==> config.mk <==
export PLATFORM = sky130hd
export DESIGN_NAME = rainbow_cycle_pixel_generator
export DESIGN_NICKNAME = d
export VERILOG_FILES = /design/src/rtl/core/rcpg_pkg.sv /design/src/rtl/core/rainbow_cycle_pixel_generator.sv /design/src/rtl/core/rcpg_regs.sv /design/src/rtl/core/rcpg_div.sv
export SDC_FILE = /design/constraint.sdc
export NUM_CORES = 1
export LEC_CHECK = 0
export BUFFER_PORTS_ARGS = -buffer_cell sky130_fd_sc_hd__buf_2
export CAP_MARGIN = 10
export CORE_MARGIN = 2
export CORE_UTILIZATION = 53
export DETAILED_ROUTE_END_ITERATION = 6
export PLACE_DENSITY = 0.81
export RECOVER_POWER = 50
export SETUP_SLACK_MARGIN = 0.5
export SLEW_MARGIN = 20
export SYNTH_ARGS = -nofsm -noshare
export SYNTH_HDL_FRONTEND = slang
export SYNTH_SLANG_ARGS = --single-unit
==> constraint.sdc <==
create_clock -name clk_i -period 5.1 [get_ports clk_i]
set_input_delay 0.51 -clock clk_i [delete_from_list [all_inputs] [get_ports clk_i]]
set_output_delay 0.51 -clock clk_i [all_outputs]
set_load 0.05 [all_outputs]
==> src/rtl/core/rcpg_pkg.sv <==
`timescale 1ns / 1ps

package rcpg_pkg;

  localparam int unsigned PixCntW   = 7;
  localparam int unsigned IntervalW = 16;
  localparam int unsigned TimeW     = 32;
  localparam int unsigned PhaseW    = 11;
  localparam int unsigned AddrW     = 3;
  localparam int unsigned DataW     = 32;

  localparam logic [PixCntW-1:0] MaxPixels   = 7'd64;
  localparam logic [PhaseW-1:0]  PhaseLimit  = 11'd1280;
  localparam logic [7:0]         SegA        = 8'd85;
  localparam logic [7:0]         SegB        = 8'd170;

  // register indexes
  localparam logic [0:0] RegPixelCount   = 1'b0;
  localparam logic [0:0] RegFrameInterval = 1'b1;

  typedef struct packed {
    logic [PixCntW-1:0]   pixel_count;
    logic [IntervalW-1:0] frame_interval;
  } cfg_t;

  typedef struct packed {
    logic [7:0] red;
    logic [7:0] green;
    logic [7:0] blue;
  } rgb_t;

  function automatic rgb_t wheel_colour(input logic [7:0] pos);
    logic [7:0] q;
    logic [7:0] s;
    logic [9:0] s3;
    logic [7:0] up;
    rgb_t       c;
    q = ~pos;
    if (q < SegA) begin
      s = q;
    end else if (q < SegB) begin
      s = q - SegA;
    end else begin
      s = q - SegB;
    end
    s3 = {2'b00, s} + {1'b0, s, 1'b0};
    up = s3[7:0];
    if (q < SegA) begin
      c.red   = 8'd255 - up;
      c.green = 8'd0;
      c.blue  = up;
    end else if (q < SegB) begin
      c.red   = 8'd0;
      c.green = up;
      c.blue  = 8'd255 - up;
    end else begin
      c.red   = up;
      c.green = 8'd255 - up;
      c.blue  = 8'd0;
    end
    return c;
  endfunction

endpackage

==> src/rtl/core/rainbow_cycle_pixel_generator.sv <==
`timescale 1ns / 1ps

// Rainbow-cycle pixel generator.
// Input channel: one time stamp beat per tick (in_valid_i / in_stall_o).
// Output channel: one beat per pixel (out_valid_o / out_stall_i) carrying the
// pixel index, its RGB colour and frame_end on the last pixel of a frame.
// Configuration: APB registers pixel_count (addr 0) and frame_interval (addr 4).
// Each tick first runs the restoring divider to test alignment of the
// stamp to frame_interval. An aligned tick with phase below 1280 then reuses
// the same divider for 256 / pixel_count, after which pixels come out one
// per cycle while the output is not stalled; with a pixel count of 0 only
// the phase advances. An aligned tick at phase 1280 resets the phase to 0.
// in_stall_o is high from acceptance until the last pixel is loaded into the
// output register, or until the alignment test ends when no frame follows.
// A stalled output beat holds and pixel generation waits.
// Reset clears the phase, empties the output register and restores
// pixel_count to 64 and frame_interval to 1.
module rainbow_cycle_pixel_generator (
  input  logic                             clk_i,
  input  logic                             rst_ni,
  input  logic                             psel,
  input  logic                             penable,
  input  logic                             pwrite,
  input  logic [rcpg_pkg::AddrW-1:0]       paddr,
  input  logic [rcpg_pkg::DataW-1:0]       pwdata,
  output logic [rcpg_pkg::DataW-1:0]       prdata,
  output logic                             pready,
  input  logic                             in_valid_i,
  output logic                             in_stall_o,
  input  logic [rcpg_pkg::TimeW-1:0]       time_now_i,
  output logic                             out_valid_o,
  input  logic                             out_stall_i,
  output logic [5:0]                       pixel_index_o,
  output logic [7:0]                       red_o,
  output logic [7:0]                       green_o,
  output logic [7:0]                       blue_o,
  output logic                             frame_end_o
);
  import rcpg_pkg::*;

  localparam logic [1:0] SIdle = 2'd0;
  localparam logic [1:0] SMod  = 2'd1;
  localparam logic [1:0] SDiv  = 2'd2;
  localparam logic [1:0] SEmit = 2'd3;

  cfg_t                 cfg;
  logic [1:0]           state_q, state_d;
  logic [PhaseW-1:0]    phase_q, phase_d;
  logic [PixCntW-1:0]   idx_q, idx_d;
  logic [8:0]           step_q, step_d;
  logic [PixCntW-1:0]   rstep_q, rstep_d;
  logic [8:0]           acc_q, acc_d;
  logic [PixCntW-1:0]   accr_q, accr_d;

  logic                 out_valid_q, out_valid_d;
  logic [5:0]           pix_q;
  rgb_t                 rgb_q;
  logic                 fend_q;

  logic                 div_start;
  logic [TimeW-1:0]     div_dividend;
  logic [IntervalW-1:0] div_divisor;
  logic                 div_done;
  logic [TimeW-1:0]     div_quo;
  logic [IntervalW-1:0] div_rem;

  logic [PixCntW-1:0]   n_eff;
  logic                 in_acc;
  logic                 aligned;
  logic                 out_free;
  logic                 load;
  logic                 last;
  logic [7:0]           pos;
  rgb_t                 colour;
  logic [PixCntW:0]     rsum;
  logic                 wrap;

  rcpg_regs u_regs (
    .clk_i   (clk_i),
    .rst_ni  (rst_ni),
    .psel    (psel),
    .penable (penable),
    .pwrite  (pwrite),
    .paddr   (paddr),
    .pwdata  (pwdata),
    .prdata  (prdata),
    .pready  (pready),
    .cfg_o   (cfg)
  );

  rcpg_div u_div (
    .clk_i       (clk_i),
    .rst_ni      (rst_ni),
    .start_i     (div_start),
    .dividend_i  (div_dividend),
    .divisor_i   (div_divisor),
    .done_o      (div_done),
    .quotient_o  (div_quo),
    .remainder_o (div_rem)
  );

  assign n_eff    = (cfg.pixel_count > MaxPixels) ? MaxPixels : cfg.pixel_count;
  assign in_stall_o = (state_q != SIdle);
  assign in_acc   = in_valid_i & (state_q == SIdle);
  assign aligned  = (cfg.frame_interval == '0) || (div_rem == '0);
  assign out_free = ~out_valid_q | ~out_stall_i;
  assign load     = (state_q == SEmit) & out_free;
  assign last     = (idx_q == n_eff - 7'd1);
  assign pos      = acc_q[7:0] + phase_q[7:0];
  assign colour   = wheel_colour(pos);
  assign rsum     = {1'b0, accr_q} + {1'b0, rstep_q};
  assign wrap     = (rsum >= {1'b0, n_eff});

  assign div_dividend = (state_q == SIdle) ? time_now_i : 32'd256;
  assign div_divisor  = (state_q == SIdle) ? cfg.frame_interval
                                           : {{(IntervalW-PixCntW){1'b0}}, n_eff};

  always_comb begin
    state_d     = state_q;
    phase_d     = phase_q;
    idx_d       = idx_q;
    step_d      = step_q;
    rstep_d     = rstep_q;
    acc_d       = acc_q;
    accr_d      = accr_q;
    div_start   = 1'b0;
    out_valid_d = out_valid_q & out_stall_i;
    unique case (state_q)
      SIdle: begin
        if (in_acc) begin
          div_start = 1'b1;
          state_d   = SMod;
        end
      end
      SMod: begin
        if (div_done) begin
          state_d = SIdle;
          if (aligned) begin
            if (phase_q < PhaseLimit) begin
              if (n_eff == '0) begin
                phase_d = phase_q + 11'd1;
              end else begin
                div_start = 1'b1;
                state_d   = SDiv;
              end
            end else if (phase_q == PhaseLimit) begin
              phase_d = '0;
            end
          end
        end
      end
      SDiv: begin
        if (div_done) begin
          step_d  = div_quo[8:0];
          rstep_d = div_rem[PixCntW-1:0];
          acc_d   = '0;
          accr_d  = '0;
          idx_d   = '0;
          state_d = SEmit;
        end
      end
      SEmit: begin
        if (load) begin
          out_valid_d = 1'b1;
          idx_d       = idx_q + 7'd1;
          // advance position by 256/n, carrying the fractional remainder
          if (wrap) begin
            accr_d = rsum[PixCntW-1:0] - n_eff;
            acc_d  = acc_q + step_q + 9'd1;
          end else begin
            accr_d = rsum[PixCntW-1:0];
            acc_d  = acc_q + step_q;
          end
          if (last) begin
            phase_d = phase_q + 11'd1;
            state_d = SIdle;
          end
        end
      end
      default: state_d = SIdle;
    endcase
  end

  always_ff @(posedge clk_i or negedge rst_ni) begin
    if (!rst_ni) begin
      state_q     <= SIdle;
      phase_q     <= '0;
      out_valid_q <= 1'b0;
    end else begin
      state_q     <= state_d;
      phase_q     <= phase_d;
      out_valid_q <= out_valid_d;
    end
  end

  always_ff @(posedge clk_i) begin
    idx_q   <= idx_d;
    step_q  <= step_d;
    rstep_q <= rstep_d;
    acc_q   <= acc_d;
    accr_q  <= accr_d;
    if (load) begin
      pix_q  <= idx_q[5:0];
      rgb_q  <= colour;
      fend_q <= last;
    end
  end

  assign out_valid_o   = out_valid_q;
  assign pixel_index_o = pix_q;
  assign red_o         = rgb_q.red;
  assign green_o       = rgb_q.green;
  assign blue_o        = rgb_q.blue;
  assign frame_end_o   = fend_q;

endmodule

==> src/rtl/core/rcpg_regs.sv <==
`timescale 1ns / 1ps

module rcpg_regs (
  input  logic                           clk_i,
  input  logic                           rst_ni,
  input  logic                           psel,
  input  logic                           penable,
  input  logic                           pwrite,
  input  logic [rcpg_pkg::AddrW-1:0]     paddr,
  input  logic [rcpg_pkg::DataW-1:0]     pwdata,
  output logic [rcpg_pkg::DataW-1:0]     prdata,
  output logic                           pready,
  output rcpg_pkg::cfg_t                 cfg_o
);
  import rcpg_pkg::*;

  logic [PixCntW-1:0]   pixel_count_q;
  logic [IntervalW-1:0] frame_interval_q;
  logic                 wr_en;

  assign pready = 1'b1;
  assign wr_en  = psel & penable & pwrite;

  always_ff @(posedge clk_i or negedge rst_ni) begin
    if (!rst_ni) begin
      pixel_count_q    <= MaxPixels;
      frame_interval_q <= 16'd1;
    end else if (wr_en) begin
      unique case (paddr[2])
        RegPixelCount:    pixel_count_q    <= pwdata[PixCntW-1:0];
        RegFrameInterval: frame_interval_q <= pwdata[IntervalW-1:0];
        default: ;
      endcase
    end
  end

  always_comb begin
    unique case (paddr[2])
      RegPixelCount:    prdata = {{(DataW-PixCntW){1'b0}}, pixel_count_q};
      RegFrameInterval: prdata = {{(DataW-IntervalW){1'b0}}, frame_interval_q};
      default:          prdata = '0;
    endcase
  end

  assign cfg_o.pixel_count    = pixel_count_q;
  assign cfg_o.frame_interval = frame_interval_q;

endmodule

==> src/rtl/core/rcpg_div.sv <==
`timescale 1ns / 1ps

module rcpg_div (
  input  logic                             clk_i,
  input  logic                             rst_ni,
  input  logic                             start_i,
  input  logic [rcpg_pkg::TimeW-1:0]       dividend_i,
  input  logic [rcpg_pkg::IntervalW-1:0]   divisor_i,
  output logic                             done_o,
  output logic [rcpg_pkg::TimeW-1:0]       quotient_o,
  output logic [rcpg_pkg::IntervalW-1:0]   remainder_o
);
  import rcpg_pkg::*;

  logic                   busy_q;
  logic [4:0]             cnt_q;
  logic                   done_q;
  logic [TimeW-1:0]       quo_q;
  logic [IntervalW-1:0]   rem_q;
  logic [IntervalW-1:0]   dsr_q;
  logic [IntervalW:0]     trial;
  logic [IntervalW:0]     diff;
  logic                   fits;

  // one restoring step per cycle, MSB first
  assign trial = {rem_q, quo_q[TimeW-1]};
  assign diff  = trial - {1'b0, dsr_q};
  assign fits  = (trial >= {1'b0, dsr_q});

  always_ff @(posedge clk_i or negedge rst_ni) begin
    if (!rst_ni) begin
      busy_q <= 1'b0;
      cnt_q  <= '0;
      done_q <= 1'b0;
    end else begin
      done_q <= 1'b0;
      if (start_i) begin
        busy_q <= 1'b1;
        cnt_q  <= '0;
      end else if (busy_q) begin
        cnt_q <= cnt_q + 5'd1;
        if (cnt_q == 5'd31) begin
          busy_q <= 1'b0;
          done_q <= 1'b1;
        end
      end
    end
  end

  always_ff @(posedge clk_i) begin
    if (start_i) begin
      quo_q <= dividend_i;
      rem_q <= '0;
      dsr_q <= divisor_i;
    end else if (busy_q) begin
      quo_q <= {quo_q[TimeW-2:0], fits};
      rem_q <= fits ? diff[IntervalW-1:0] : trial[IntervalW-1:0];
    end
  end

  assign done_o      = done_q;
  assign quotient_o  = quo_q;
  assign remainder_o = rem_q;

endmodule

==> results.sh, run 1 <==
export IMPL_outcome="complete, but fails checks"
export IMPL_failed_checks="capacitance limit, slew limit"
export IMPL_synth_xor_area_share_pct=5.48
export IMPL_htreeDepth=4
export IMPL_power_density_nw_per_um2=439
export IMPL_nFillCells=1607
export IMPL_syn_avg_cell_area_um2=10.1
export IMPL_wl_met3_um=1310
export IMPL_antenna_found_initial=0
export IMPL_dieHeight_um=147
export IMPL_io_buffers=104
export IMPL_rows=52
export IMPL_synth_commonest_cells="130 x nand2_1, 116 x edfxtp_1, 91 x o21ai_0, 75 x ha_1, 67 x nor2_1"
export IMPL_grt_max_degree=45
export IMPL_cts_tree="done"
export IMPL_layout_nets=1346
export IMPL_drt_wl_total_um=23300
export IMPL_stdcell_count=1475
export IMPL_synth_top_family_by_area="simple AND/OR/NAND/NOR gates"
export IMPL_start_kind="flip-flop"
export IMPL_fin_util_pct=61.5
export IMPL_synth_top_area_share_pct=32.2
export IMPL_grt_total_usage_pct=21.7
export IMPL_synthMuxAreaShare_pct=5.42
export IMPL_path_max_fanout=5
export IMPL_slew_headroom_pct=-106
export IMPL_grt_pass1_wl_um=37600
export IMPL_reg2reg_slack_ns=0.51
export IMPL_worst_skew_pair_late_latency_ns=0.43
export IMPL_cpPeakStageDelay_ns=0.45
export IMPL_leakage_uw=0.00517
export IMPL_cts_root_buf="clkbuf_16"
export IMPL_tightestPinTransition_ns=3.06
export IMPL_dpl_cell_area_um2=11600
export IMPL_synth_seq_area_share_pct=45.4
export IMPL_async_flop_share_pct=25.0
export IMPL_via_count=8276
export IMPL_synth_fa_ha_area_share_pct=9.78
export IMPL_synth_area_leader_cell="edfxtp_1"
export IMPL_gp_congestion=0.839
export IMPL_rsz0062_at_grt="yes"
export IMPL_cts_path_max_buffers=2
export IMPL_synth_most_common_cell="nand2_1"
export IMPL_synth_ff_type="edfxtp_1"
export IMPL_cts_sinks=176
export IMPL_crit_arrival_ns=4.77
export IMPL_clkTransAtPathRegs_ns=0.07
export IMPL_crit_family="compound AO/OA/AOI/OAI gates"
export IMPL_ys_ff_latch=176
export IMPL_netlist_instances=1072
export IMPL_crit_buf_inv=1
export IMPL_gr_total_overflow=0
export IMPL_min_from="pwdata[9]"
export IMPL_dr_pass1_iters=5
export IMPL_vias_per_cell=5.61
export IMPL_maxCapViolations=2
export IMPL_core_area_um2=20100
export IMPL_drtIter0Drc=440
export IMPL_cpMaxStageDelayCell="edfxtp_1"
export IMPL_crit_path_end_kind="flip-flop"
export IMPL_fin_crit_sh_pct=90.0
export IMPL_pre_cts_ws_ns=0.227
export IMPL_setup_tns_ns=0
export IMPL_cts_buffers=17
export IMPL_r2r_start="acc_q[0]"
export IMPL_synth_edf_count=116
export IMPL_fin_skew_ns=0.0103
export IMPL_start_util_pct=53.8
export IMPL_design_area_um2=12400
export IMPL_grt_pass1_vias=7818
export IMPL_synth_cell_types=81
export IMPL_rr_worst_depth=21
export IMPL_die_x_um=147
export IMPL_fmax_ghz=0.218
export IMPL_holdPathEnd="u_regs.frame_interval_q[9]"
export IMPL_postRouteAntennaNets=0
export IMPL_die_area_um2=21600
export IMPL_path_depth=21
export IMPL_wl_met1_um=10200
export IMPL_dr_max_layer_used="met4"
export IMPL_wl_per_cell_um=15.8
export IMPL_path_class="reg -> reg"
export IMPL_dp_hpwl_um=16500
export IMPL_hold_path_cell_count=2
export IMPL_syn_to_final_growth_pct=14.3
export IMPL_r2r_end="green_o[7]"
export IMPL_yosysWarnings=0
export IMPL_required_ns=5.29
export IMPL_hold_viol=0
export IMPL_layout_drive_gt1_share_pct=16.4
export IMPL_synth_compound_area_share_pct=14.1
export IMPL_yosys_top_cells_area="edfxtp_1 32%, dfrtp_1 9.7%, ha_1 8.7%"
export IMPL_setup_viol=0
export IMPL_placed_cells=1425
export IMPL_finalWorstSetupSlack_ns=0.512
export IMPL_synth_simple_area_share_pct=15.2
export IMPL_final_max_slew_viol_count=68
export IMPL_dr_wl_met2_um=11400
export IMPL_worstPathCellList="ha_4 > fa_2 > a211oi_4 > o21ba_4 > a311oi_2 > o21ai_2 > nand2_2 > buf_6 > nand3b_1 > o211ai_1 > xnor2_2 > ha_4 > a21oi_4 > nor2b_1 > nor2_1 > nor2_1 > o32ai_2 > o31ai_1 > a311oi_2 > ha_1 > and2_1"
export IMPL_vdd_drop_max_uv=322
export IMPL_pin_count=140
export IMPL_syn_cell_area_um2=10800
export IMPL_drc=0
export IMPL_fin_crit_ns=4.59
export IMPL_min_path_type="in -> reg"
registers in the layout, summed over array words and instances (netlist names), 6 cells and up, named ones only:
register / cells
pixel_index_o: 6
blue_o: 8
green_o: 8
u_div.dsr_q: 16
u_regs.pixel_count_q: 7
phase_q: 11
rstep_q: 7
idx_q: 7
step_q: 8
u_regs.frame_interval_q: 16
accr_q: 7
red_o: 8
acc_q: 8
u_div.quotient_o: 32
u_div.remainder_o: 16
cell usage in the layout (no fill, tap or decap), types with 7 or more instances in the layout:
cell and instances:
edfxtp_1 116, and3_1 11, buf_4 31, conb_1 17, buf_2 55, nor2b_1 8, mux2_2 29, o21ai_0 90
nor2_1 63, dfxtp_1 16, or3_1 7, nand4_1 10, mux2i_1 26, and2_1 20, nand2_1 129, clkbuf_1 54
inv_1 56, nor4_1 11, clkbuf_16 17, nor3_1 12, dfrtp_1 41, xor2_1 24, a21o_1 15, nand3_1 23
nand2b_1 9, a21oi_1 50, o21bai_1 10, xnor2_1 38, ha_1 68
cell families (layout without fill, tap and decap cells):
group	count (synthesis)	in the layout
xor+xnor	66	66
simple gates	340	340
buf+inv	112	229
compound gates	240	240
flops	176	176
fa+ha+maj	81	81
mux	55	55
other cells	2	18
per-stage QoR:
step	total power, uW	hold WS, ns
after floorplan	3690	0.214
after global placement	4060	0.432
after detailed placement	4160	0.437
after CTS	5410	0.283
after global routing	5770	0.296
final	5420	0.311
power breakdown:
group / internal [uW] / switching, uW
clock network: 657 / 561
registers: 1950 / 259
logic: 834 / 1160
area by class of cell:
cell class / instances / area, um2 / share of cell area [%]
inverter: 58 / 218 / 1.76
clock inverter: 10 / 80.1 / 0.648
clock buffer: 22 / 464 / 3.75
tap: 270 / 338 / 2.73
antenna: 1 / 2.50 / 0.0202
sequential: 176 / 4910 / 39.7
timing repair buffer: 139 / 722 / 5.84
multi-input combinational: 799 / 5630 / 45.6
worst max path at each step:
stage                       endpoint  slack (ns)       start
final                     green_o[7]        0.51    acc_q[0]
after global routing      green_o[5]        0.30    acc_q[0]
after CTS                 green_o[7]        0.53  phase_q[0]
after detailed placement  green_o[7]        0.23  phase_q[0]
after global placement    green_o[7]        0.38  phase_q[0]
after floorplan           green_o[7]        0.50  phase_q[0]
layer usage:
metal	vias up	global-route usage [%]
met5	-	0
li1	4049	-
met2	254	35.4
met3	33	4.29
met1	3940	28.8
met4	0	8.20
timing repair:
item,CTS,global route
endpoints found under the setup margin,6,5
pin swaps,7,15
gates resized for setup,10,19
setup buffers,9,8
hold buffers,0,0
No activity file was read; power rests on OpenSTA's default activity.
==> run 2, diff against run 1 <==
CAP_MARGIN = default   (was 10)
RECOVER_POWER = default   (was 50)
==> run 2 against run 1 <==
Effect of this change:
- highest routed layer unchanged
- routed wire length is essentially flat
- largest power group unchanged
- the run now ends clean
- setup slack lost 0.00072 ns
- critical endpoint unchanged
- global-route usage is the same
- first-iteration DRC count shrank 3.9%
==> results.sh, run 2 (same netlist as run 1, synthesis figures left out) <==
export IMPL_cts_path_max_buffers=2
export IMPL_vias_per_cell=5.63
export IMPL_min_path_type="in -> async"
export IMPL_placed_cells=1425
export IMPL_r2r_end="green_o[7]"
export IMPL_slew_headroom_pct=28.2
export IMPL_setup_viol=0
export IMPL_setup_tns_ns=0
export IMPL_wl_per_cell_um=15.8
export IMPL_final_common_cell="nand2_1"
export IMPL_leakage_uw=0.00534
export IMPL_cpPeakStageDelay_ns=0.45
export IMPL_power_density_nw_per_um2=437
export IMPL_syn_to_final_growth_pct=15.0
export IMPL_fin_crit_ns=4.59
export IMPL_outcome="completed"
export IMPL_hold_viol=0
export IMPL_cts_buffers=17
export IMPL_cts_tree="done"
export IMPL_crit_arrival_ns=4.78
export IMPL_core_area_um2=20100
export IMPL_drtIter0Drc=423
export IMPL_path_class="reg -> reg"
export IMPL_fin_skew_ns=0.0110
export IMPL_finalWorstSetupSlack_ns=0.512
export IMPL_top_usage_layer="met2"
export IMPL_seq_area_um2=4910
export IMPL_antenna_found_initial=0
export IMPL_tightestPinTransition_ns=1.08
export IMPL_pin_count=140
export IMPL_die_area_um2=21600
export IMPL_drt_wl_total_um=23200
export IMPL_cpMaxStageDelayCell="edfxtp_1"
export IMPL_postRouteAntennaNets=0
export IMPL_vdd_drop_max_uv=323
export IMPL_use_met2_pct=35.4
export IMPL_fin_crit_sh_pct=90.0
export IMPL_layout_nets=1346
export IMPL_grt_pass1_wl_um=37600
export IMPL_hold_ws_ns=0.0801
export IMPL_fmax_ghz=0.218
export IMPL_crit_path_end_kind="flip-flop"
export IMPL_via_count=8302
export IMPL_multi_input_area_um2=5640
export IMPL_crit_start="acc_q[0]"
export IMPL_largest_reg_flops=32
export IMPL_die_x_um=147
export IMPL_gp_congestion=0.839
export IMPL_grt_total_usage_pct=21.7
export IMPL_dr_pass1_iters=5
export IMPL_maxCapViolations=0
export IMPL_rsz0062_at_grt="yes"
export IMPL_worst_skew_pair_late_latency_ns=0.44
export IMPL_hold_buffers=0
export IMPL_cts_sinks=176
export IMPL_met3_usage_pct=4.29
export IMPL_worstPathCellList="ha_4 > fa_2 > a211oi_4 > o21ba_4 > a311oi_2 > o21ai_2 > nand2_2 > buf_6 > nand3b_1 > o211ai_1 > xnor2_2 > ha_4 > a21oi_4 > nor2b_1 > nor2_1 > nor2_1 > o32ai_2 > o31ai_1 > a311oi_2 > ha_1 > and2_1"
export IMPL_n_antenna_cell=0
export IMPL_io_buffers=104
export IMPL_grt_max_degree=45
export IMPL_start_kind="flip-flop"
export IMPL_drc=0
export IMPL_crit_end="green_o[7]"
export IMPL_grt_pass1_vias=7818
export IMPL_gr_total_overflow=0
export IMPL_use_met1_pct=28.8
export IMPL_fin_util_pct=61.9
export IMPL_rr_worst_depth=21
export IMPL_start_util_pct=53.8
export IMPL_htreeDepth=4
export IMPL_clkTransAtPathRegs_ns=0.07
export IMPL_layout_drive_gt1_share_pct=20.7
export IMPL_nFillCells=1564
export IMPL_pre_cts_ws_ns=0.227
export IMPL_stdcell_count=1474
export IMPL_dieHeight_um=147
export IMPL_reg2reg_slack_ns=0.51
export IMPL_required_ns=5.29
export IMPL_cts_root_buf="clkbuf_16"
export IMPL_final_max_slew_viol_count=0
export IMPL_final_cell_mix="129 x nand2_1, 116 x edfxtp_1, 103 x buf_2"
export IMPL_path_max_fanout=5
export IMPL_r2r_start="acc_q[0]"
export IMPL_dp_hpwl_um=16500
export IMPL_rows=52
## run 2: cell count changes in the layout (fill, tap and decap cells not counted), sizes merged
| cell | before | now |
|---|---|---|
| clkbuf | 73 | 22 |
| diode | 1 | 0 |
| buf | 88 | 139 |
## run 2: worst max-delay path, delay by kind of cell, from the launching register on
family,cells,cell delay [ns]
AND/OR/NAND/NOR,6,0.61
adder cells (fa/ha/maj),4,1.16
flip-flops,1,0.45
XOR/XNOR,1,0.30
buffers and inverters,1,0.14
AO/OA/AOI/OAI,9,1.66
## run 2: worst min-delay path by stage
stage / startpoint / to / slack, ns
after floorplan: rst_ni / async pin / 0.21
after global placement: u_div.quotient_o[4] / step_q[4] / 0.43
after detailed placement: u_div.quotient_o[1] / step_q[1] / 0.44
after CTS: rst_ni / phase_q[0] / 0.28
after global routing: rst_ni / async pin / 0.11
final: rst_ni / phase_q[1] / 0.08
## run 2: through the flow
stage	cell area [um2]	power, uW
floorplan	10900	3690
global placement	11600	4060
finish	12400	5440
detailed placement	11600	4160
global route	12400	5780
CTS	12300	5410
## run 2: per-layer routing
layer | vias to the layer above | part of all wire [%]
li1 | 4043 | -
met1 | 3949 | 44
met2 | 268 | 48
met3 | 42 | 5.7
met4 | 0 | 2.1
met5 | - | 0
## run 2: what timing repair did
action | 4_1_cts | 5_1_grt
setup endpoints to repair | 6 | 5
pin swaps | 7 | 15
gates resized for setup | 10 | 19
buffers inserted | 9 | 8
cloned | 0 | 0
## run 2: area by class of cell
cell class / count / share of cell area, %
Timing Repair Buffer: 139 / 6.37
Clock buffer: 22 / 3.73
Tap cell: 270 / 2.71
Clock inverter: 10 / 0.643
Inverter: 58 / 1.75
Multi-Input combinational cell: 799 / 45.4
Sequential cell: 176 / 39.4
## run 2: power by group
part	internal (uW)	total, uW	switching [uW]
registers	1950	2210	259
logic	845	2000	1160
clock network	657	1220	564
